===== config.mk =====
export PLATFORM = sky130hd
export DESIGN_NAME = cpf_format_and_check_digit_validator_unit
export DESIGN_NICKNAME = d
export VERILOG_FILES = /design/src/rtl/cpfv_pkg.sv /design/src/rtl/cpf_format_and_check_digit_validator_unit.sv /design/src/rtl/cpfv_accum.sv
export SDC_FILE = /design/constraint.sdc
export NUM_CORES = 1
export LEC_CHECK = 0
export ABC_AREA = 1
export BUFFER_PORTS_ARGS = -buffer_cell sky130_fd_sc_hd__buf_2
export CORE_MARGIN = 2
export CORE_UTILIZATION = 64
export CTS_CLUSTER_DIAMETER = 200
export DETAILED_ROUTE_END_ITERATION = 10
export GPL_ROUTABILITY_DRIVEN = 1
export MAX_ROUTING_LAYER = met4
export PLACE_DENSITY = 0.85
export SKIP_LAST_GASP = 1
export SLEW_MARGIN = 10
export SYNTH_ARGS = -nofsm -noshare
export SYNTH_HDL_FRONTEND = slang
export SYNTH_SLANG_ARGS = --single-unit

===== constraint.sdc =====
create_clock -name clock -period 9.5 [get_ports clock]
set_input_delay 1.9 -clock clock [delete_from_list [all_inputs] [get_ports clock]]
set_output_delay 1.9 -clock clock [all_outputs]
set_load 0.01 [all_outputs]

===== src/rtl/cpfv_pkg.sv =====
// package: shared types, constants and helper functions of the cpf validator
`default_nettype none
package cpfv_pkg;

   localparam logic [3:0] CPF_LEN   = 4'd14;
   localparam logic [3:0] POS_MAX   = 4'd15;
   localparam logic [3:0] POS_DOT_A = 4'd3;
   localparam logic [3:0] POS_DOT_B = 4'd7;
   localparam logic [3:0] POS_DASH  = 4'd11;
   localparam logic [3:0] POS_LAST  = 4'd13;
   localparam logic [3:0] MOD       = 4'd11;
   localparam logic [3:0] W1_TOP    = 4'd10;
   localparam logic [3:0] W2_TOP    = 4'd11;
   localparam logic [3:0] K_TENTH   = 4'd9;
   localparam logic [3:0] K_SEP     = 4'd15;
   localparam logic [7:0] CH_DOT    = 8'h2E;
   localparam logic [7:0] CH_DASH   = 8'h2D;
   localparam logic [7:0] CH_ZERO   = 8'h30;
   localparam logic [7:0] CH_NINE   = 8'h39;

   typedef enum logic [2:0] {
      ERR_NONE   = 3'd0,
      ERR_LENGTH = 3'd1,
      ERR_DOT    = 3'd2,
      ERR_DASH   = 3'd3,
      ERR_DIGIT  = 3'd4,
      ERR_CHECK  = 3'd5
   } err_type;

   typedef struct packed {
      logic       enable;
      logic       last;
      logic [7:0] char_code;
   } step_type;

   typedef struct packed {
      logic    is_valid;
      err_type error_code;
   } verdict_type;

   // reduce a value below 128 mod 11 by binary long division
   function automatic logic [3:0] mod11(input logic [6:0] v);
      logic [6:0] r;
      r = v;
      if (r >= 7'd88) r = r - 7'd88;
      if (r >= 7'd44) r = r - 7'd44;
      if (r >= 7'd22) r = r - 7'd22;
      if (r >= 7'd11) r = r - 7'd11;
      return r[3:0];
   endfunction

   function automatic logic [3:0] check_from_rem(input logic [3:0] r);
      return (r < 4'd2) ? 4'd0 : 4'(MOD - r);
   endfunction

   // digit index of a position, separators map to K_SEP
   function automatic logic [3:0] digit_index(input logic [3:0] pos);
      logic [3:0] k;
      unique case (pos) inside
         4'd0, 4'd1, 4'd2:            k = pos;
         4'd4, 4'd5, 4'd6:            k = 4'(pos - 4'd1);
         4'd8, 4'd9, 4'd10:           k = 4'(pos - 4'd2);
         4'd12, 4'd13, 4'd14, 4'd15:  k = 4'(pos - 4'd3);
         default:                     k = K_SEP;
      endcase
      return k;
   endfunction

endpackage
`default_nettype wire


===== src/rtl/cpf_format_and_check_digit_validator_unit.sv =====
// top level: input register, running checker and result register of the cpf validator
//
// Takes one character of a CPF string (ddd.ddd.ddd-dd) per item, the last one flagged
// by req_end_of_string, and gives one result item per string with is_valid and an
// error code (0 ok, 1 length, 2 dots, 3 dash, 4 non-digit, 5 check digits). One item
// is accepted every cycle unless input stalls; a result is written to the result register
// when its final character leaves the input register: the combinational mod-11 update
// feeds the result register. Input stalls only when a final character waits for a result
// register still held by rsp_stall; no clearing pass is needed after reset.
`default_nettype none
module cpf_format_and_check_digit_validator_unit (
   input  wire logic       clock,
   input  wire logic       reset,
   input  wire logic       req_valid,
   output      logic       req_stall,
   input  wire logic [7:0] req_char_code,
   input  wire logic       req_end_of_string,
   output      logic       rsp_valid,
   input  wire logic       rsp_stall,
   output      logic       rsp_is_valid,
   output      logic [2:0] rsp_error_code
);

   logic       s1_valid_ff;
   logic [7:0] s1_char_ff;
   logic       s1_last_ff;
   logic       s1_adv;
   logic       rsp_valid_ff;
   logic       rsp_is_valid_ff;
   logic [2:0] rsp_error_ff;

   cpfv_pkg::step_type    step;
   cpfv_pkg::verdict_type verdict;

   assign s1_adv    = !(s1_last_ff && rsp_valid_ff && rsp_stall);
   assign req_stall = s1_valid_ff && !s1_adv;

   assign step.enable    = s1_valid_ff && s1_adv;
   assign step.last      = s1_last_ff;
   assign step.char_code = s1_char_ff;

   cpfv_accum u_accum (
      .clock   (clock),
      .reset   (reset),
      .step    (step),
      .verdict (verdict)
   );

   always_ff @(posedge clock) begin
      if (reset) begin
         s1_valid_ff <= 1'b0;
      end else if (!req_stall) begin
         s1_valid_ff <= req_valid;
      end
   end

   always_ff @(posedge clock) begin
      if (!req_stall) begin
         s1_char_ff <= req_char_code;
         s1_last_ff <= req_end_of_string;
      end
   end

   always_ff @(posedge clock) begin
      if (reset) begin
         rsp_valid_ff <= 1'b0;
      end else if (step.enable && step.last) begin
         rsp_valid_ff <= 1'b1;
      end else if (!rsp_stall) begin
         rsp_valid_ff <= 1'b0;
      end
   end

   always_ff @(posedge clock) begin
      if (step.enable && step.last) begin
         rsp_is_valid_ff <= verdict.is_valid;
         rsp_error_ff    <= verdict.error_code;
      end
   end

   assign rsp_valid      = rsp_valid_ff;
   assign rsp_is_valid   = rsp_is_valid_ff;
   assign rsp_error_code = rsp_error_ff;

   a_stall_cause: assert property (@(posedge clock) disable iff (reset)
      req_stall |-> rsp_valid_ff && rsp_stall && s1_last_ff)
      else $error("input stalled without a blocked result");

   a_result_source: assert property (@(posedge clock) disable iff (reset)
      step.enable && step.last |-> !rsp_valid_ff || !rsp_stall)
      else $error("result register overwritten while held");

   a_item_kept: assert property (@(posedge clock) disable iff (reset)
      s1_valid_ff && req_stall |=> s1_valid_ff && $stable(s1_char_ff))
      else $error("waiting item lost from input register");

endmodule
`default_nettype wire


===== src/rtl/cpfv_accum.sv =====
// running position, format flags and mod-11 sums, with the end-of-string verdict
`default_nettype none
module cpfv_accum (
   input  wire logic                 clock,
   input  wire logic                 reset,
   input  wire cpfv_pkg::step_type   step,
   output cpfv_pkg::verdict_type     verdict
);

   logic [3:0] pos_ff, pos_in;
   logic [3:0] sum1_ff, sum1_in;
   logic [3:0] sum2_ff, sum2_in;
   logic [3:0] tenth_ff, tenth_in;
   logic       dot_miss_ff, dot_miss_in;
   logic       dash_miss_ff, dash_miss_in;
   logic       non_digit_ff, non_digit_in;

   logic       is_dig;
   logic [7:0] char_off;
   logic [3:0] d;
   logic [3:0] k;
   logic       in_range;
   logic       dot_pos;
   logic       dash_pos;
   logic [3:0] w1;
   logic [3:0] w2;
   logic [7:0] prod1;
   logic [7:0] prod2;
   logic [3:0] upd1;
   logic [3:0] upd2;
   logic [3:0] last_digit;
   logic [3:0] chk_x;
   logic [3:0] chk_t;
   logic [3:0] chk_y;
   cpfv_pkg::err_type err;

   assign is_dig   = (step.char_code >= cpfv_pkg::CH_ZERO) &&
                     (step.char_code <= cpfv_pkg::CH_NINE);
   assign char_off = step.char_code - cpfv_pkg::CH_ZERO;
   assign d        = is_dig ? char_off[3:0] : 4'd0;
   assign k        = cpfv_pkg::digit_index(pos_ff);
   assign in_range = pos_ff < cpfv_pkg::CPF_LEN;
   assign dot_pos  = (pos_ff == cpfv_pkg::POS_DOT_A) || (pos_ff == cpfv_pkg::POS_DOT_B);
   assign dash_pos = pos_ff == cpfv_pkg::POS_DASH;
   assign w1       = 4'(cpfv_pkg::W1_TOP - k);
   assign w2       = 4'(cpfv_pkg::W2_TOP - k);
   assign prod1    = {4'd0, d} * {4'd0, w1};
   assign prod2    = {4'd0, d} * {4'd0, w2};
   assign upd1     = cpfv_pkg::mod11(7'({3'd0, sum1_ff} + prod1[6:0]));
   assign upd2     = cpfv_pkg::mod11(7'({3'd0, sum2_ff} + prod2[6:0]));

   always_comb begin
      sum1_in      = sum1_ff;
      sum2_in      = sum2_ff;
      tenth_in     = tenth_ff;
      dot_miss_in  = dot_miss_ff;
      dash_miss_in = dash_miss_ff;
      non_digit_in = non_digit_ff;
      last_digit   = 4'd0;
      if (in_range) begin
         if (dot_pos) begin
            if (step.char_code != cpfv_pkg::CH_DOT) dot_miss_in = 1'b1;
         end else if (dash_pos) begin
            if (step.char_code != cpfv_pkg::CH_DASH) dash_miss_in = 1'b1;
         end else if (!is_dig) begin
            non_digit_in = 1'b1;
         end else if (k < cpfv_pkg::K_TENTH) begin
            sum1_in = upd1;
            sum2_in = upd2;
         end else if (k == cpfv_pkg::K_TENTH) begin
            tenth_in = d;
         end else begin
            last_digit = d;
         end
      end
      pos_in = (pos_ff == cpfv_pkg::POS_MAX) ? pos_ff : 4'(pos_ff + 4'd1);
   end

   assign chk_x = cpfv_pkg::check_from_rem(sum1_ff);
   assign chk_t = cpfv_pkg::mod11({3'd0, sum2_ff} + {2'd0, chk_x, 1'b0});
   assign chk_y = cpfv_pkg::check_from_rem(chk_t);

   always_comb begin
      if (pos_ff != cpfv_pkg::POS_LAST) begin
         err = cpfv_pkg::ERR_LENGTH;
      end else if (dot_miss_in) begin
         err = cpfv_pkg::ERR_DOT;
      end else if (dash_miss_in) begin
         err = cpfv_pkg::ERR_DASH;
      end else if (non_digit_in) begin
         err = cpfv_pkg::ERR_DIGIT;
      end else if ((tenth_ff == chk_x) && (last_digit == chk_y)) begin
         err = cpfv_pkg::ERR_NONE;
      end else begin
         err = cpfv_pkg::ERR_CHECK;
      end
      verdict.error_code = err;
      verdict.is_valid   = err == cpfv_pkg::ERR_NONE;
   end

   always_ff @(posedge clock) begin
      if (reset || (step.enable && step.last)) begin
         pos_ff       <= 4'd0;
         sum1_ff      <= 4'd0;
         sum2_ff      <= 4'd0;
         tenth_ff     <= 4'd0;
         dot_miss_ff  <= 1'b0;
         dash_miss_ff <= 1'b0;
         non_digit_ff <= 1'b0;
      end else if (step.enable) begin
         pos_ff       <= pos_in;
         sum1_ff      <= sum1_in;
         sum2_ff      <= sum2_in;
         tenth_ff     <= tenth_in;
         dot_miss_ff  <= dot_miss_in;
         dash_miss_ff <= dash_miss_in;
         non_digit_ff <= non_digit_in;
      end
   end

   a_clear_after_last: assert property (@(posedge clock) disable iff (reset)
      step.enable && step.last |=> (pos_ff == 4'd0) && (sum1_ff == 4'd0) &&
         (sum2_ff == 4'd0) && !dot_miss_ff && !dash_miss_ff && !non_digit_ff)
      else $error("state not cleared after end of string");

   a_pos_advance: assert property (@(posedge clock) disable iff (reset)
      step.enable && !step.last && (pos_ff != cpfv_pkg::POS_MAX)
         |=> pos_ff == 4'($past(pos_ff) + 4'd1))
      else $error("position did not advance");

   a_sums_reduced: assert property (@(posedge clock) disable iff (reset)
      (sum1_ff < cpfv_pkg::MOD) && (sum2_ff < cpfv_pkg::MOD))
      else $error("running sum not reduced mod 11");

endmodule
`default_nettype wire


# == Word level (Yosys, flattened, before mapping) ==
# Index checks and enable logic that the tools add are counted.
# totals
reg_bits,34
in_bits,13
output_inout_bits,6
elab_cells,142
# classes
add_sub_neg,24
multipliers,2
order_cmp,18
eq_ne,22
muxes,40
bitwise,4
n_reduce_logical,19
# op_table
op,count
2-to-1 mux 7 bit,9
2-to-1 mux 4 bit,12
== test 4 bit (second input constant),9
>= comparator 7 x 4 -> 1 bit (second input constant),3
>= comparator 7 x 5 -> 1 bit (second input constant),3
>= comparator 7 x 6 -> 1 bit (second input constant),3
>= comparator 7 bit (second input constant),3
subtractor 7 x 5 -> 7 bit (second input constant),3
subtractor 7 x 6 -> 7 bit (second input constant),3
subtractor 7 bit (second input constant),3
== test 4 x 3 -> 1 bit (second input constant),4
!= test 8 x 6 -> 1 bit (second input constant),2
case mux 4 bit (4 select lines),1
subtractor 4 bit (first input constant),4
2-to-1 mux 3 bit,5
adder 4 x 7 -> 7 bit,2
multiplier 4 x 4 -> 7 bit,2
2-to-1 mux 1 bit,13
subtractor 4 bit (second input constant),3
OR reduction 3 bit,3
== test 4 x 2 -> 1 bit (second input constant),2
== test 4 bit,2
>= comparator 8 x 6 -> 1 bit (second input constant),1
less-or-equal comparator 8 x 6 -> 1 bit (second input constant),1
other kinds (19),33

# == Longest topological paths before layout ==
# Gate-level depths: netlist of the first run.
# logic_depth
depth_word,21
ltp_mapped,58
ltp_nobuf,58

# == Modules after synthesis ==
# Synthesis of the first run repeated with hierarchy kept, for this count alone.
# unflattened
cells_unflattened,737
hier_area_um2,5002.3
# by_module_without_submodules
module,instances,cells_per_inst,area_per_inst_um2,seq_area_each_um2
cpfv_accum,1,706,4495.6,380.4
cpf_format_and_check_digit_validator_unit,1,31,506.7,430.4

# == Worst setup path after synthesis of the first run ==
# OpenSTA, ideal clock, no wires.
# synth_path
path_kind,flip-flop to flip-flop
start,reg u_accum.pos_ff[1]
end,reg u_accum.sum1_ff[0]
setup_ns,0.113
t_arrival_ns,7.359
slack_ns,2.028
stages_incl_launch_ff,53
n_path_buf,0
period_less_slack_ns,7.472
cell_sequence,dfxtp_1 inv_1 ha_1 nor2_2 nand2_1 nand2_1 nand2_1 inv_2 nand2_4 nand2_1 ha_1 xor2_1 nand2_1 fa_1 fa_1 fa_1 inv_1 ha_1 [... 17 more ...] nand2_1 and2_1 ha_1 inv_1 nand3_2 nand2_4 nand4_1 nand2_1 inv_1 ha_1 nand3_1 nor2_2 nor2_4 nand3_4 nand2_1 nand2_1 o21ai_1 inv_1
# synth_via
elab_chain_cells,14
elab_cells_between_ends,45
# synth_rtl
element,line_no,text
from (decl),cpfv_accum.sv:10,"logic [3:0] pos_ff, pos_in;"
from (signal assigned),cpfv_accum.sv:111,pos_ff <= pos_in;
branches (longest 14 deep; another with multiplier 4 x 4 -> 7 bit),n/a,
to (signal assigned),cpfv_accum.sv:112,sum1_ff <= sum1_in;
to (decl),cpfv_accum.sv:11,"logic [3:0] sum1_ff, sum1_in;"
# Parallel ways; which one is timed is not known.
# A chain may end at the register's enable or synchronous reset.

# == Worst setup path in the final report of the first run ==
# Ends and elaborated chain as after synthesis.

==> run_summary.xml, run 1 <==
<?xml version="1.0" encoding="UTF-8"?>
<metrics>
  <group name="setup_path">
    <metric name="path_class" unit="">register to register</metric>
    <metric name="critPathMaxStageDelay" unit="ns">0.53</metric>
    <metric name="critPathTopFamily" unit="">simple AND/OR/NAND/NOR gates</metric>
    <metric name="worstSetupPathDepth" unit="">51</metric>
    <metric name="worst_ep_arrival_time" unit="ns">8.64</metric>
    <metric name="timing.critical_path.from_type" unit="">register</metric>
    <metric name="reg2reg_depth" unit="">51</metric>
    <metric name="worstPathRequired" unit="ns">9.69</metric>
    <metric name="timing.critical_path.fanout_max" unit="">9</metric>
    <metric name="cp_num_buf_inv" unit="">8</metric>
    <metric name="worstSetupEndpointType" unit="">register</metric>
    <metric name="critPathSlowestCell" unit="">sky130_fd_sc_hd__fa_1</metric>
    <metric name="critical_path_most_common_cell" unit="">sky130_fd_sc_hd__nand2_1</metric>
  </group>
  <group name="floorplanning">
    <metric name="start_util" unit="">0.651</metric>
    <metric name="die_w" unit="um">92.2</metric>
    <metric name="num_rows" unit="">32</metric>
    <metric name="design.die.area" unit="um^2">8500</metric>
    <metric name="io_pins" unit="">19</metric>
    <metric name="core" unit="um^2">7650</metric>
    <metric name="floorplan.die.height" unit="um">92.2</metric>
  </group>
  <group name="logic_synthesis">
    <metric name="asyncSetResetFlopFracSynth" unit="">0</metric>
    <metric name="synth_fp_nets" unit="">830</metric>
    <metric name="syn_inst" unit="">743</metric>
    <metric name="number_of_enable_type_register_cells_in_the_synthesized_netlist" unit="">13</metric>
    <metric name="ys_types" unit="">44</metric>
    <metric name="yosysWarningCount" unit="">0</metric>
    <metric name="yosys.area.top_type_share" unit="">0.153</metric>
    <metric name="synth.largest_area_cell" unit="">sky130_fd_sc_hd__ha_1</metric>
    <metric name="avgSynthCellArea" unit="um^2">6.70</metric>
    <metric name="synth_sequential_area_ratio" unit="">0.163</metric>
    <metric name="synth.area.top_cells" unit="">sky130_fd_sc_hd__ha_1 (15%), sky130_fd_sc_hd__nand2_1 (13%), sky130_fd_sc_hd__inv_1 (10%), sky130_fd_sc_hd__dfxtp_1 (8.4%), sky130_fd_sc_hd__edfxtp_1 (7.8%)</metric>
    <metric name="yosys_register_bits" unit="">34</metric>
    <metric name="postSynth.topFlopCell" unit="">sky130_fd_sc_hd__dfxtp_1</metric>
    <metric name="post_synthesis_cell_area" unit="um^2">4980</metric>
  </group>
  <group name="cells_and_area">
    <metric name="post_route_cells_drive_above_1_share" unit="">0.133</metric>
    <metric name="areaGrowthSynthToFinish" unit="%">6.59</metric>
    <metric name="num-nets-final" unit="">855</metric>
    <metric name="final.fill_count" unit="">653</metric>
    <metric name="mostFrequentLayoutCell" unit="">sky130_fd_sc_hd__nand2_1</metric>
    <metric name="antennaDiodeCount" unit="">0</metric>
    <metric name="most-common-layout-cells" unit="">sky130_fd_sc_hd__nand2_1 (173), sky130_fd_sc_hd__inv_1 (139), sky130_fd_sc_hd__nor2_1 (66), sky130_fd_sc_hd__ha_1 (61), sky130_fd_sc_hd__nand3_1 (55)</metric>
  </group>
  <group name="clock_network">
    <metric name="post_cts.repair.setup_buffers" unit="">0</metric>
    <metric name="cts_tree" unit="">yes</metric>
    <metric name="numClockSinks" unit="">34</metric>
    <metric name="cts_bufs_inserted" unit="">5</metric>
    <metric name="cts.hold.buffers_added" unit="">0</metric>
    <metric name="clock-root-buffer" unit="">sky130_fd_sc_hd__clkbuf_8</metric>
    <metric name="worst_skew_pair.late_latency" unit="ns">0.29</metric>
    <metric name="clk_path_buf_depth" unit="">2</metric>
    <metric name="cts.clk_slew.worst_paths" unit="ns">0.08</metric>
    <metric name="cts_resized" unit="">0</metric>
    <metric name="htree_levels" unit="">2</metric>
  </group>
  <group name="hold_path">
    <metric name="timing.hold.worst_path_depth" unit="">2</metric>
    <metric name="min_path_type" unit="">register to register</metric>
  </group>
  <group name="power">
    <metric name="power_frac_comb" unit="">0.255</metric>
    <metric name="clock_power_share" unit="">0.343</metric>
    <metric name="cellLeakagePower" unit="nW">3.07</metric>
    <metric name="finalPower" unit="uW">392</metric>
    <metric name="seq_power_share" unit="">0.402</metric>
    <metric name="p_sw_frac" unit="">0.322</metric>
    <metric name="p_int" unit="uW">266</metric>
    <metric name="pwr_density_cell" unit="nW/um^2">74.0</metric>
    <metric name="worst_ir_drop_vdd" unit="V">0.0000697</metric>
    <metric name="netSwitchingPower" unit="uW">126</metric>
  </group>
  <group name="timing">
    <metric name="skew" unit="ns">0.00926</metric>
    <metric name="finalCriticalPeriod" unit="ns">8.45</metric>
    <metric name="tns" unit="ns">0</metric>
    <metric name="final_hold_viol_count" unit="">0</metric>
    <metric name="final-setup-viol-count" unit="">0</metric>
    <metric name="max-slew-margin-rel" unit="">0.407</metric>
    <metric name="layout_worst_path_cycle_share" unit="">0.889</metric>
    <metric name="rsz0062_at_grt" unit="">no</metric>
    <metric name="final-max-slew-violation-count" unit="">0</metric>
    <metric name="max_freq" unit="GHz">0.118</metric>
    <metric name="worst_slew_pin_slew" unit="ns">0.882</metric>
  </group>
  <group name="routing">
    <metric name="detail_route.wirelength" unit="um">10500</metric>
    <metric name="drt_first_iter_violations" unit="">227</metric>
    <metric name="detailroute.via_count" unit="">4686</metric>
    <metric name="ant_nets" unit="">0</metric>
    <metric name="drtPass1Iterations" unit="">5</metric>
    <metric name="drcViolationCount" unit="">0</metric>
    <metric name="viasPerCell" unit="">5.38</metric>
    <metric name="wl_per_cell" unit="um">12.1</metric>
  </group>
  <group name="run">
    <metric name="cap_violations" unit="">0</metric>
  </group>
  <group name="grt">
    <metric name="grt_start_max_net_pins" unit="">13</metric>
    <metric name="global_route_wire_length_before_repair" unit="um">18600</metric>
    <metric name="globalRoute.totalOverflow" unit="">0</metric>
    <metric name="total_global_routing_track_utilization" unit="">0.268</metric>
    <metric name="grt_pass1_vias" unit="">4525</metric>
    <metric name="antenna_found_initial" unit="">0</metric>
  </group>
  <group name="placement">
    <metric name="portBuffers" unit="">18</metric>
    <metric name="gp_congestion" unit="">0.962</metric>
    <metric name="dpl.hpwl" unit="um">8870</metric>
  </group>
  <group name="outcome">
    <metric name="run_status" unit="">completed</metric>
  </group>
</metrics>
-- worst min-delay path: stages, from the launching register on --
cell and delay (ns):
sky130_fd_sc_hd__dfxtp_1 0.31, sky130_fd_sc_hd__nand2_1 0.06, sky130_fd_sc_hd__a21oi_1 0.05
-- path summary, 6_finish.rpt --
path,startpoint,to,slack [ns]
setup reg to reg,u_accum.pos_ff[1],u_accum.sum1_ff[0],1.05
setup / recovery,u_accum.pos_ff[1],u_accum.sum1_ff[0],1.05
hold / removal,u_accum.sum1_ff[3],u_accum.sum1_ff[3],0.47
hold reg to reg,u_accum.sum1_ff[3],u_accum.sum1_ff[3],0.47
-- cell families (layout without fill, tap and decap cells) --
group / Yosys count / after routing / synth area share
adders and majority gates: 74 / 74 / 0.206
and+or+nand+nor: 386 / 386 / 0.384
DFF: 34 / 34 / 0.163
xor gates and xnor gates: 28 / 28 / 0.0523
AOI/OAI and AO/OA: 68 / 68 / 0.0795
buffers and inverters: 153 / 179 / 0.115
-- registers in the layout (all words and copies together) (netlist names), 3 cells and up --
name,cells
s1_char_ff,8
rsp_error_code,3
u_accum.tenth_ff,4
u_accum.sum2_ff,4
u_accum.pos_ff,4
u_accum.sum1_ff,4
-- synth_stat cells (2+ instances only) --
| master | instances |
|---|---|
| sky130_fd_sc_hd__nand2_1 | 173 |
| sky130_fd_sc_hd__inv_1 | 139 |
| sky130_fd_sc_hd__nor2_1 | 66 |
| sky130_fd_sc_hd__ha_1 | 61 |
| sky130_fd_sc_hd__nand3_1 | 55 |
| sky130_fd_sc_hd__a21oi_1 | 27 |
| sky130_fd_sc_hd__nand2_2 | 23 |
| sky130_fd_sc_hd__dfxtp_1 | 21 |
| sky130_fd_sc_hd__xor2_1 | 20 |
| sky130_fd_sc_hd__o21ai_0 | 18 |
| sky130_fd_sc_hd__nand4_1 | 15 |
| sky130_fd_sc_hd__edfxtp_1 | 13 |
| sky130_fd_sc_hd__fa_1 | 13 |
| sky130_fd_sc_hd__inv_2 | 13 |
| sky130_fd_sc_hd__nand3b_1 | 8 |
| sky130_fd_sc_hd__nand2_4 | 7 |
| sky130_fd_sc_hd__nor2_2 | 7 |
| sky130_fd_sc_hd__nand3_2 | 6 |
| sky130_fd_sc_hd__xnor2_1 | 6 |
| sky130_fd_sc_hd__nor2_4 | 5 |
| sky130_fd_sc_hd__a211oi_1 | 4 |
| sky130_fd_sc_hd__and2_1 | 4 |
| sky130_fd_sc_hd__nand3_4 | 4 |
| sky130_fd_sc_hd__o21ai_1 | 4 |
| sky130_fd_sc_hd__nor3_1 | 3 |
| sky130_fd_sc_hd__o211ai_1 | 3 |
| sky130_fd_sc_hd__a21oi_2 | 2 |
| sky130_fd_sc_hd__a31oi_1 | 2 |
| sky130_fd_sc_hd__nand4_2 | 2 |
| sky130_fd_sc_hd__nor4_1 | 2 |
| sky130_fd_sc_hd__o21a_1 | 2 |
| sky130_fd_sc_hd__o21ai_2 | 2 |
| sky130_fd_sc_hd__xor2_2 | 2 |
-- cell type report --
cell class	count	area [um^2]	area share
clock buffers	7	76.3	0.0144
clock inverters	1	30.0	0.00566
inverters	152	571	0.108
multi-input cells	556	3590	0.677
flip-flops and latches	34	811	0.153
well taps	102	128	0.0241
repair buffers	19	97.6	0.0184
-- metrics by stage --
stage / instances / area [um^2] / hold slack [ns] / util / setup slack [ns]
floorplan: 743 / 4980 / 0.445 / - / 2.03
global placement: 863 / 5200 / 0.461 / 0.680 / 1.33
detailed placement: 863 / 5200 / 0.465 / 0.680 / 1.20
CTS: 871 / 5300 / 0.475 / 0.694 / 1.10
global route: 871 / 5300 / 0.499 / 0.694 / 0.302
finish: 871 / 5300 / 0.470 / 0.694 / 1.05
-- layer usage --
metal,wire length [um],vias up,global-route usage
li1,-,2402,-
met1,4520,2172,0.308
met2,5540,101,0.502
met3,358,11,0.0205
met4,132,0,0.0734
met5,0,-,-
-- power groups by stage --
| stage | Clock, mW | Combinational, mW | Sequential, mW |
|---|---|---|---|
| after global routing | 0.139 | 0.112 | 0.158 |
| after floorplan | 0 | 0.0761 | 0.160 |
| after detailed placement | 0 | 0.0973 | 0.161 |
| after CTS | 0.135 | 0.0988 | 0.158 |
| after global placement | 0 | 0.0937 | 0.161 |
| final | 0.135 | 0.100 | 0.158 |
Note: power is estimated with default switching activity, not from simulation.
==> run 2, diff against run 1 <==
--- a/config.mk
+++ b/config.mk
@@ -5,15 +5,14 @@
 export SDC_FILE = /design/constraint.sdc
 export NUM_CORES = 1
 export LEC_CHECK = 0
-export ABC_AREA = 1
 export BUFFER_PORTS_ARGS = -buffer_cell sky130_fd_sc_hd__buf_2
 export CORE_MARGIN = 2
-export CORE_UTILIZATION = 64
-export CTS_CLUSTER_DIAMETER = 200
+export CORE_UTILIZATION = 65
+export CTS_CLUSTER_DIAMETER = 80
 export DETAILED_ROUTE_END_ITERATION = 10
 export GPL_ROUTABILITY_DRIVEN = 1
 export MAX_ROUTING_LAYER = met4
-export PLACE_DENSITY = 0.85
+export PLACE_DENSITY = 0.86
 export SKIP_LAST_GASP = 1
 export SLEW_MARGIN = 10
 export SYNTH_ARGS = -nofsm -noshare
==> run_summary.xml, run 2 <==
<?xml version="1.0" encoding="UTF-8"?>
<metrics>
  <group name="outcome">
    <metric name="run_status" unit="">completed</metric>
  </group>
  <group name="floorplanning">
    <metric name="start_util" unit="">0.673</metric>
    <metric name="floorplan.die.height" unit="um">93.7</metric>
    <metric name="io_pins" unit="">19</metric>
    <metric name="die_w" unit="um">93.7</metric>
    <metric name="core" unit="um^2">7770</metric>
    <metric name="num_rows" unit="">32</metric>
    <metric name="design.die.area" unit="um^2">8780</metric>
  </group>
  <group name="routing">
    <metric name="drcViolationCount" unit="">0</metric>
    <metric name="drtPass1Iterations" unit="">5</metric>
    <metric name="ant_nets" unit="">0</metric>
    <metric name="detail_route.wirelength" unit="um">13400</metric>
    <metric name="drt_first_iter_violations" unit="">491</metric>
    <metric name="viasPerCell" unit="">6.56</metric>
    <metric name="wl_per_cell" unit="um">17.1</metric>
    <metric name="detailroute.via_count" unit="">5138</metric>
  </group>
  <group name="logic_synthesis">
    <metric name="yosysMostFrequentCell" unit="">sky130_fd_sc_hd__ha_1</metric>
    <metric name="post_synthesis_cell_area" unit="um^2">5230</metric>
    <metric name="asyncSetResetFlopFracSynth" unit="">0</metric>
    <metric name="synth_sequential_area_ratio" unit="">0.155</metric>
    <metric name="avgSynthCellArea" unit="um^2">8.03</metric>
    <metric name="postSynth.topFlopCell" unit="">sky130_fd_sc_hd__dfxtp_1</metric>
    <metric name="ys_types" unit="">101</metric>
    <metric name="yosysWarningCount" unit="">0</metric>
    <metric name="syn_inst" unit="">651</metric>
    <metric name="synth.cells.most_frequent" unit="">sky130_fd_sc_hd__ha_1 (61), sky130_fd_sc_hd__inv_1 (60), sky130_fd_sc_hd__nor2_1 (57)</metric>
    <metric name="yosys_register_bits" unit="">34</metric>
    <metric name="synth.largest_area_cell" unit="">sky130_fd_sc_hd__ha_1</metric>
    <metric name="synth_fp_nets" unit="">738</metric>
    <metric name="synth.area.top_cells" unit="">sky130_fd_sc_hd__ha_1 (15%), sky130_fd_sc_hd__dfxtp_1 (8.0%), sky130_fd_sc_hd__edfxtp_1 (7.5%), sky130_fd_sc_hd__fa_1 (5.0%), sky130_fd_sc_hd__a21oi_1 (4.7%)</metric>
    <metric name="number_of_enable_type_register_cells_in_the_synthesized_netlist" unit="">13</metric>
    <metric name="yosys.area.top_type_share" unit="">0.146</metric>
  </group>
  <group name="cells_and_area">
    <metric name="antennaDiodeCount" unit="">0</metric>
    <metric name="post_route_cells_drive_above_1_share" unit="">0.167</metric>
    <metric name="num-nets-final" unit="">767</metric>
    <metric name="postLayoutCellArea" unit="um^2">5740</metric>
    <metric name="mostFrequentLayoutCell" unit="">sky130_fd_sc_hd__inv_1</metric>
    <metric name="max_flop_register" unit="">s1_char_ff</metric>
    <metric name="most-common-layout-cells" unit="">sky130_fd_sc_hd__inv_1 (58), sky130_fd_sc_hd__nor2_1 (57), sky130_fd_sc_hd__ha_1 (54), sky130_fd_sc_hd__nand2_1 (52), sky130_fd_sc_hd__a21oi_1 (48)</metric>
    <metric name="final.fill_count" unit="">576</metric>
    <metric name="largest_register_ff_count" unit="">8</metric>
    <metric name="areaGrowthSynthToFinish" unit="%">9.81</metric>
  </group>
  <group name="setup_path">
    <metric name="worstSetupPathDepth" unit="">40</metric>
    <metric name="worstSetupEndpointType" unit="">register</metric>
    <metric name="worstPathRequired" unit="ns">9.66</metric>
    <metric name="path_class" unit="">register to register</metric>
    <metric name="worst_ep_arrival_time" unit="ns">9.20</metric>
    <metric name="critPathSlowestCell" unit="">sky130_fd_sc_hd__or4_4</metric>
    <metric name="reg2reg_setup_slack" unit="ns">0.46</metric>
    <metric name="cp_num_buf_inv" unit="">6</metric>
    <metric name="timing.critical_path.fanout_max" unit="">8</metric>
    <metric name="reg2reg_depth" unit="">40</metric>
    <metric name="critPathTopFamily" unit="">adder cells</metric>
    <metric name="timing.critical_path.from_type" unit="">register</metric>
    <metric name="critPathMaxStageDelay" unit="ns">0.56</metric>
  </group>
  <group name="run">
    <metric name="cap_violations" unit="">0</metric>
  </group>
  <group name="clock_network">
    <metric name="worst_skew_pair.late_latency" unit="ns">0.29</metric>
    <metric name="cts.clk_slew.worst_paths" unit="ns">0.08</metric>
    <metric name="cts.hold.buffers_added" unit="">0</metric>
    <metric name="htree_levels" unit="">2</metric>
    <metric name="numClockSinks" unit="">34</metric>
    <metric name="clk_path_buf_depth" unit="">2</metric>
    <metric name="clock-root-buffer" unit="">sky130_fd_sc_hd__clkbuf_8</metric>
    <metric name="cts_bufs_inserted" unit="">5</metric>
    <metric name="cts_tree" unit="">yes</metric>
  </group>
  <group name="timing">
    <metric name="max-slew-margin-rel" unit="">0.413</metric>
    <metric name="worst_slew_pin_slew" unit="ns">0.876</metric>
    <metric name="final_hold_viol_count" unit="">0</metric>
    <metric name="layout_worst_path_cycle_share" unit="">0.951</metric>
    <metric name="final-max-slew-violation-count" unit="">0</metric>
    <metric name="final-setup-viol-count" unit="">0</metric>
    <metric name="max_freq" unit="GHz">0.111</metric>
    <metric name="rsz0062_at_grt" unit="">yes</metric>
    <metric name="worst_slack" unit="ns">0.463</metric>
    <metric name="skew" unit="ns">0.00579</metric>
    <metric name="finalCriticalPeriod" unit="ns">9.04</metric>
  </group>
  <group name="hold_path">
    <metric name="min_path_type" unit="">register to register</metric>
    <metric name="timing.hold.worst_path_depth" unit="">2</metric>
  </group>
  <group name="placement">
    <metric name="gp_congestion" unit="">0.936</metric>
    <metric name="dpl.hpwl" unit="um">10200</metric>
    <metric name="setup_slack_placement" unit="ns">0.0293</metric>
    <metric name="dpl-instance-area" unit="um^2">5440</metric>
    <metric name="portBuffers" unit="">18</metric>
  </group>
  <group name="grt">
    <metric name="total_global_routing_track_utilization" unit="">0.308</metric>
    <metric name="globalRoute.totalOverflow" unit="">0</metric>
    <metric name="global_route_wire_length_before_repair" unit="um">21800</metric>
    <metric name="grt_pass1_vias" unit="">4707</metric>
    <metric name="antenna_found_initial" unit="">0</metric>
    <metric name="grt_start_max_net_pins" unit="">24</metric>
  </group>
  <group name="power">
    <metric name="cellLeakagePower" unit="nW">2.56</metric>
    <metric name="pwr_density_cell" unit="nW/um^2">71.7</metric>
    <metric name="worst_ir_drop_vdd" unit="V">0.0000843</metric>
  </group>
</metrics>
## run 2: cell count changes after synthesis, moves of 10 or more
| cell | previous run | this run |
|---|---|---|
| sky130_fd_sc_hd__and2_1 | 4 | 14 |
| sky130_fd_sc_hd__inv_1 | 139 | 60 |
| sky130_fd_sc_hd__inv_2 | 13 | 2 |
| sky130_fd_sc_hd__nand2_2 | 23 | 2 |
| sky130_fd_sc_hd__xnor2_1 | 6 | 16 |
| sky130_fd_sc_hd__a21oi_1 | 27 | 49 |
| sky130_fd_sc_hd__a31oi_1 | 2 | 21 |
| sky130_fd_sc_hd__nand2_1 | 173 | 52 |
| sky130_fd_sc_hd__nand3_1 | 55 | 16 |
| sky130_fd_sc_hd__xor2_1 | 20 | 7 |
## run 2: tightest hold or removal path, delay by kind of cell (launching register included)
kind	cells	cell delay, ns
AO/OA/AOI/OAI	1	0.06
AND/OR/NAND/NOR	1	0.06
flip-flops	1	0.34
## run 2: power by group
group | total [mW] | switching (mW) | internal (mW)
registers | 0.158 | 0.00286 | 0.155
logic | 0.102 | 0.0617 | 0.0403
clock network | 0.152 | 0.0575 | 0.0946
total | 0.412 | 0.122 | 0.290
## run 2: cell families after synthesis
logic type | count (synthesis) | share of synthesized area
compound gates | 198 | 0.274
xor+xnor | 27 | 0.0522
fa+ha+maj | 74 | 0.196
buf+inv | 76 | 0.0605
flops | 34 | 0.155
mux | 18 | 0.0371
simple gates | 224 | 0.226
## run 2: what timing repair did
| action | 4_1_cts | 5_1_grt |
|---|---|---|
| setup buffers | 0 | 7 |
| pin swaps | 0 | 6 |
| resized for setup | 1 | 25 |
| cloned | 0 | 0 |
| endpoints found under the setup margin | 1 | 6 |
## run 2: path summary, 6_finish.rpt
kind / from / to
max reg2reg: u_accum.pos_ff[1] / u_accum.sum1_ff[0]
max: u_accum.pos_ff[1] / u_accum.sum1_ff[0]
min: rsp_valid / rsp_valid
min reg2reg: rsp_valid / rsp_valid
## run 2: area by class of cell
| cell class | count | area [um^2] | share of cell area |
|---|---|---|---|
| multi-input cells | 541 | 4220 | 0.734 |
| clock inverters | 2 | 38.8 | 0.00675 |
| inverters | 63 | 236 | 0.0412 |
| repair buffers | 35 | 218 | 0.0379 |
| well taps | 102 | 128 | 0.0222 |
| flip-flops and latches | 34 | 811 | 0.141 |
| clock buffers | 6 | 93.8 | 0.0163 |
## run 2: metrics by stage
| step | instances | power (mW) | utilization | hold WS, ns | setup TNS [ns] |
|---|---|---|---|---|---|
| 6_report | 783 | 0.412 | 0.739 | 0.502 | 0 |
| 5_1_grt | 783 | 0.429 | 0.739 | 0.517 | -0.0507 |
| 4_1_cts | 776 | 0.405 | 0.718 | 0.500 | 0 |
| 3_5_place_dp | 768 | 0.255 | 0.701 | 0.489 | 0 |
| 3_3_place_gp | 768 | 0.250 | 0.701 | 0.463 | 0 |
| 2_1_floorplan | 651 | 0.231 | - | 0.467 | 0 |
## run 2: layer usage
layer	global-route usage	share of wire	vias up	wire, um
li1	-	-	2479	-
met1	0.405	0.44	2407	5890
met2	0.517	0.49	226	6550
met3	0.0225	0.053	26	713
met4	0.0821	0.018	0	238
met5	-	0	-	0
==> run 3, diff against run 2 <==
--- a/config.mk
+++ b/config.mk
@@ -6,13 +6,15 @@
 export NUM_CORES = 1
 export LEC_CHECK = 0
 export BUFFER_PORTS_ARGS = -buffer_cell sky130_fd_sc_hd__buf_2
+export CELL_PAD_IN_SITES_DETAIL_PLACEMENT = 1
+export CELL_PAD_IN_SITES_GLOBAL_PLACEMENT = 1
 export CORE_MARGIN = 2
-export CORE_UTILIZATION = 65
+export CORE_UTILIZATION = 44
 export CTS_CLUSTER_DIAMETER = 80
 export DETAILED_ROUTE_END_ITERATION = 10
 export GPL_ROUTABILITY_DRIVEN = 1
 export MAX_ROUTING_LAYER = met4
-export PLACE_DENSITY = 0.86
+export PLACE_DENSITY = 0.81
 export SKIP_LAST_GASP = 1
 export SLEW_MARGIN = 10
 export SYNTH_ARGS = -nofsm -noshare
==> constraint.sdc (replaced) <==
create_clock -name clock -period 8.15 [get_ports clock]
set_input_delay 1.63 -clock clock [delete_from_list [all_inputs] [get_ports clock]]
set_output_delay 1.63 -clock clock [all_outputs]
set_load 0.01 [all_outputs]
==> run_summary.xml, run 3 (same netlist as run 2, synthesis figures left out) <==
<?xml version="1.0" encoding="UTF-8"?>
<metrics>
  <group name="routing">
    <metric name="drt_first_iter_violations" unit="">385</metric>
    <metric name="wl_per_cell" unit="um">22.4</metric>
    <metric name="viasPerCell" unit="">6.46</metric>
    <metric name="detailroute.via_count" unit="">5778</metric>
    <metric name="drcViolationCount" unit="">0</metric>
    <metric name="drtPass1Iterations" unit="">5</metric>
    <metric name="detail_route.wirelength" unit="um">20000</metric>
    <metric name="ant_nets" unit="">0</metric>
  </group>
  <group name="power">
    <metric name="pwr_density_cell" unit="nW/um^2">81.8</metric>
    <metric name="power_frac_comb" unit="">0.325</metric>
    <metric name="cellLeakagePower" unit="nW">2.97</metric>
    <metric name="netSwitchingPower" unit="uW">183</metric>
    <metric name="p_sw_frac" unit="">0.331</metric>
    <metric name="clock_power_share" unit="">0.341</metric>
    <metric name="worst_ir_drop_vdd" unit="V">0.0000895</metric>
    <metric name="p_int" unit="uW">371</metric>
    <metric name="seq_power_share" unit="">0.334</metric>
  </group>
  <group name="grt">
    <metric name="antenna_found_initial" unit="">0</metric>
    <metric name="globalRoute.totalOverflow" unit="">0</metric>
    <metric name="grt_start_max_net_pins" unit="">24</metric>
    <metric name="total_global_routing_track_utilization" unit="">0.268</metric>
    <metric name="global_route_wire_length_before_repair" unit="um">27600</metric>
    <metric name="grt_pass1_vias" unit="">5665</metric>
  </group>
  <group name="clock_network">
    <metric name="worst_skew_pair.late_latency" unit="ns">0.28</metric>
    <metric name="cts_tree" unit="">yes</metric>
    <metric name="htree_levels" unit="">2</metric>
    <metric name="cts_bufs_inserted" unit="">5</metric>
    <metric name="clock-root-buffer" unit="">sky130_fd_sc_hd__clkbuf_16</metric>
    <metric name="clk_path_buf_depth" unit="">2</metric>
    <metric name="cts.clk_slew.worst_paths" unit="ns">0.06</metric>
    <metric name="numClockSinks" unit="">34</metric>
  </group>
  <group name="setup_path">
    <metric name="reg2reg_depth" unit="">43</metric>
    <metric name="cp_num_buf_inv" unit="">9</metric>
    <metric name="path_class" unit="">register to register</metric>
    <metric name="critPathSlowestCell" unit="">sky130_fd_sc_hd__fa_1</metric>
    <metric name="crit-reg2reg-launch" unit="">u_accum.pos_ff[1]</metric>
    <metric name="critPathMaxStageDelay" unit="ns">0.59</metric>
    <metric name="cp-endpoint" unit="">u_accum.sum1_ff[0]</metric>
    <metric name="worstSetupEndpointType" unit="">register</metric>
    <metric name="setup.worst_path.start" unit="">u_accum.pos_ff[1]</metric>
    <metric name="critical_path_most_common_cell" unit="">sky130_fd_sc_hd__ha_4</metric>
    <metric name="worst_ep_arrival_time" unit="ns">8.63</metric>
    <metric name="critPathTopFamily" unit="">adder cells</metric>
    <metric name="worstSetupPathDepth" unit="">43</metric>
    <metric name="reg2reg_setup_slack" unit="ns">-0.33</metric>
    <metric name="timing.critical_path.fanout_max" unit="">5</metric>
    <metric name="timing.critical_path.from_type" unit="">register</metric>
    <metric name="worstPathRequired" unit="ns">8.30</metric>
    <metric name="worst_r2r_endpoint" unit="">u_accum.sum1_ff[0]</metric>
  </group>
  <group name="cells_and_area">
    <metric name="num-nets-final" unit="">838</metric>
    <metric name="post_route_cells_drive_above_1_share" unit="">0.316</metric>
    <metric name="most-common-layout-cells" unit="">sky130_fd_sc_hd__buf_4 (86), sky130_fd_sc_hd__nor2_1 (55), sky130_fd_sc_hd__inv_1 (52), sky130_fd_sc_hd__nand2_1 (48), sky130_fd_sc_hd__ha_1 (47)</metric>
    <metric name="final.fill_count" unit="">1365</metric>
    <metric name="seqCellArea" unit="um^2">820</metric>
    <metric name="area_occupied_by_multi_input_gates" unit="um^2">4610</metric>
    <metric name="largest_register_ff_count" unit="">8</metric>
    <metric name="postLayoutCellArea" unit="um^2">6770</metric>
    <metric name="max_flop_register" unit="">s1_char_ff</metric>
    <metric name="areaGrowthSynthToFinish" unit="%">29.4</metric>
    <metric name="layout.core_utilization" unit="">0.588</metric>
    <metric name="antennaDiodeCount" unit="">0</metric>
    <metric name="mostFrequentLayoutCell" unit="">sky130_fd_sc_hd__buf_4</metric>
  </group>
  <group name="timing">
    <metric name="max-slew-margin-rel" unit="">0.476</metric>
    <metric name="layout_worst_path_cycle_share" unit="">1.04</metric>
    <metric name="rsz0062_at_grt" unit="">yes</metric>
    <metric name="finalCriticalPeriod" unit="ns">8.48</metric>
    <metric name="max_freq" unit="GHz">0.118</metric>
    <metric name="final-setup-viol-count" unit="">4</metric>
    <metric name="worst_slew_pin_slew" unit="ns">0.776</metric>
    <metric name="final_hold_viol_count" unit="">0</metric>
    <metric name="tns" unit="ns">-1.01</metric>
    <metric name="skew" unit="ns">0.00893</metric>
    <metric name="final-max-slew-violation-count" unit="">0</metric>
    <metric name="worst_slack" unit="ns">-0.334</metric>
  </group>
  <group name="floorplanning">
    <metric name="floorplan.die.height" unit="um">113</metric>
    <metric name="die_w" unit="um">113</metric>
    <metric name="io_pins" unit="">19</metric>
    <metric name="design.die.area" unit="um^2">12800</metric>
    <metric name="num_rows" unit="">39</metric>
    <metric name="start_util" unit="">0.454</metric>
    <metric name="core" unit="um^2">11500</metric>
  </group>
  <group name="outcome">
    <metric name="run_status" unit="">finished, violations left</metric>
    <metric name="violations" unit="">setup timing</metric>
  </group>
  <group name="placement">
    <metric name="portBuffers" unit="">18</metric>
    <metric name="dpl.hpwl" unit="um">12900</metric>
    <metric name="gp_congestion" unit="">0.866</metric>
    <metric name="dpl-instance-area" unit="um^2">5910</metric>
    <metric name="setup_slack_placement" unit="ns">-0.257</metric>
  </group>
  <group name="run">
    <metric name="cap_violations" unit="">0</metric>
  </group>
  <group name="hold_path">
    <metric name="min_path_type" unit="">register to register</metric>
  </group>
</metrics>
-- run 3: power by group through the flow --
stage                     Sequential [mW]  Clock [mW]  Combinational, mW
after CTS                           0.184       0.190              0.146
after floorplan                     0.187           0             0.0894
after global placement              0.188           0              0.128
final                               0.185       0.189              0.180
after detailed placement            0.188           0              0.134
after global routing                0.185       0.197              0.192
-- run 3: tightest hold or removal path, stage by stage, from the launching register on --
cell and delay [ns]:
sky130_fd_sc_hd__dfxtp_1 0.33, sky130_fd_sc_hd__nand2_1 0.06, sky130_fd_sc_hd__a21oi_1 0.05
-- run 3: layer usage --
layer / wire length (um) / vias up / track usage
li1: - / 2624 / -
met1: 8160 / 2892 / 0.330
met2: 10300 / 188 / 0.485
met3: 815 / 74 / 0.0107
met4: 739 / 0 / 0.0634
met5: 0 / - / -
-- run 3: worst min path at each step --
stage,to,slack (ns),cells after the start,from
2_1_floorplan,u_accum.sum1_ff[0],0.47,2,u_accum.sum1_ff[0]
3_3_place_gp,rsp_valid,0.47,2,rsp_valid
3_5_place_dp,rsp_valid,0.48,2,rsp_valid
4_1_cts,rsp_valid,0.49,2,rsp_valid
5_1_grt,rsp_valid,0.54,2,rsp_valid
6_report,rsp_valid,0.49,2,rsp_valid
-- run 3: metrics by stage --
step | hold WS, ns | cells | total power [mW]
after floorplan | 0.467 | 651 | 0.277
after global placement | 0.468 | 844 | 0.316
after detailed placement | 0.482 | 844 | 0.322
after CTS | 0.491 | 868 | 0.520
after global routing | 0.538 | 895 | 0.574
final | 0.493 | 895 | 0.554
-- run 3: final cells by class --
cell class,instances,area share
multi-input combinational,541,0.682
tap,143,0.0264
clock buffer,5,0.0185
sequential,34,0.121
inverter,63,0.0379
clock inverter,3,0.00240
timing repair buffer,106,0.112
-- run 3: repair_timing --
item	CTS	global route
buffers inserted	16	28
endpoints found under the setup margin	6	8
gates cloned	0	0
resized for setup	25	57
pin swaps	22	36
hold buffers	0	0
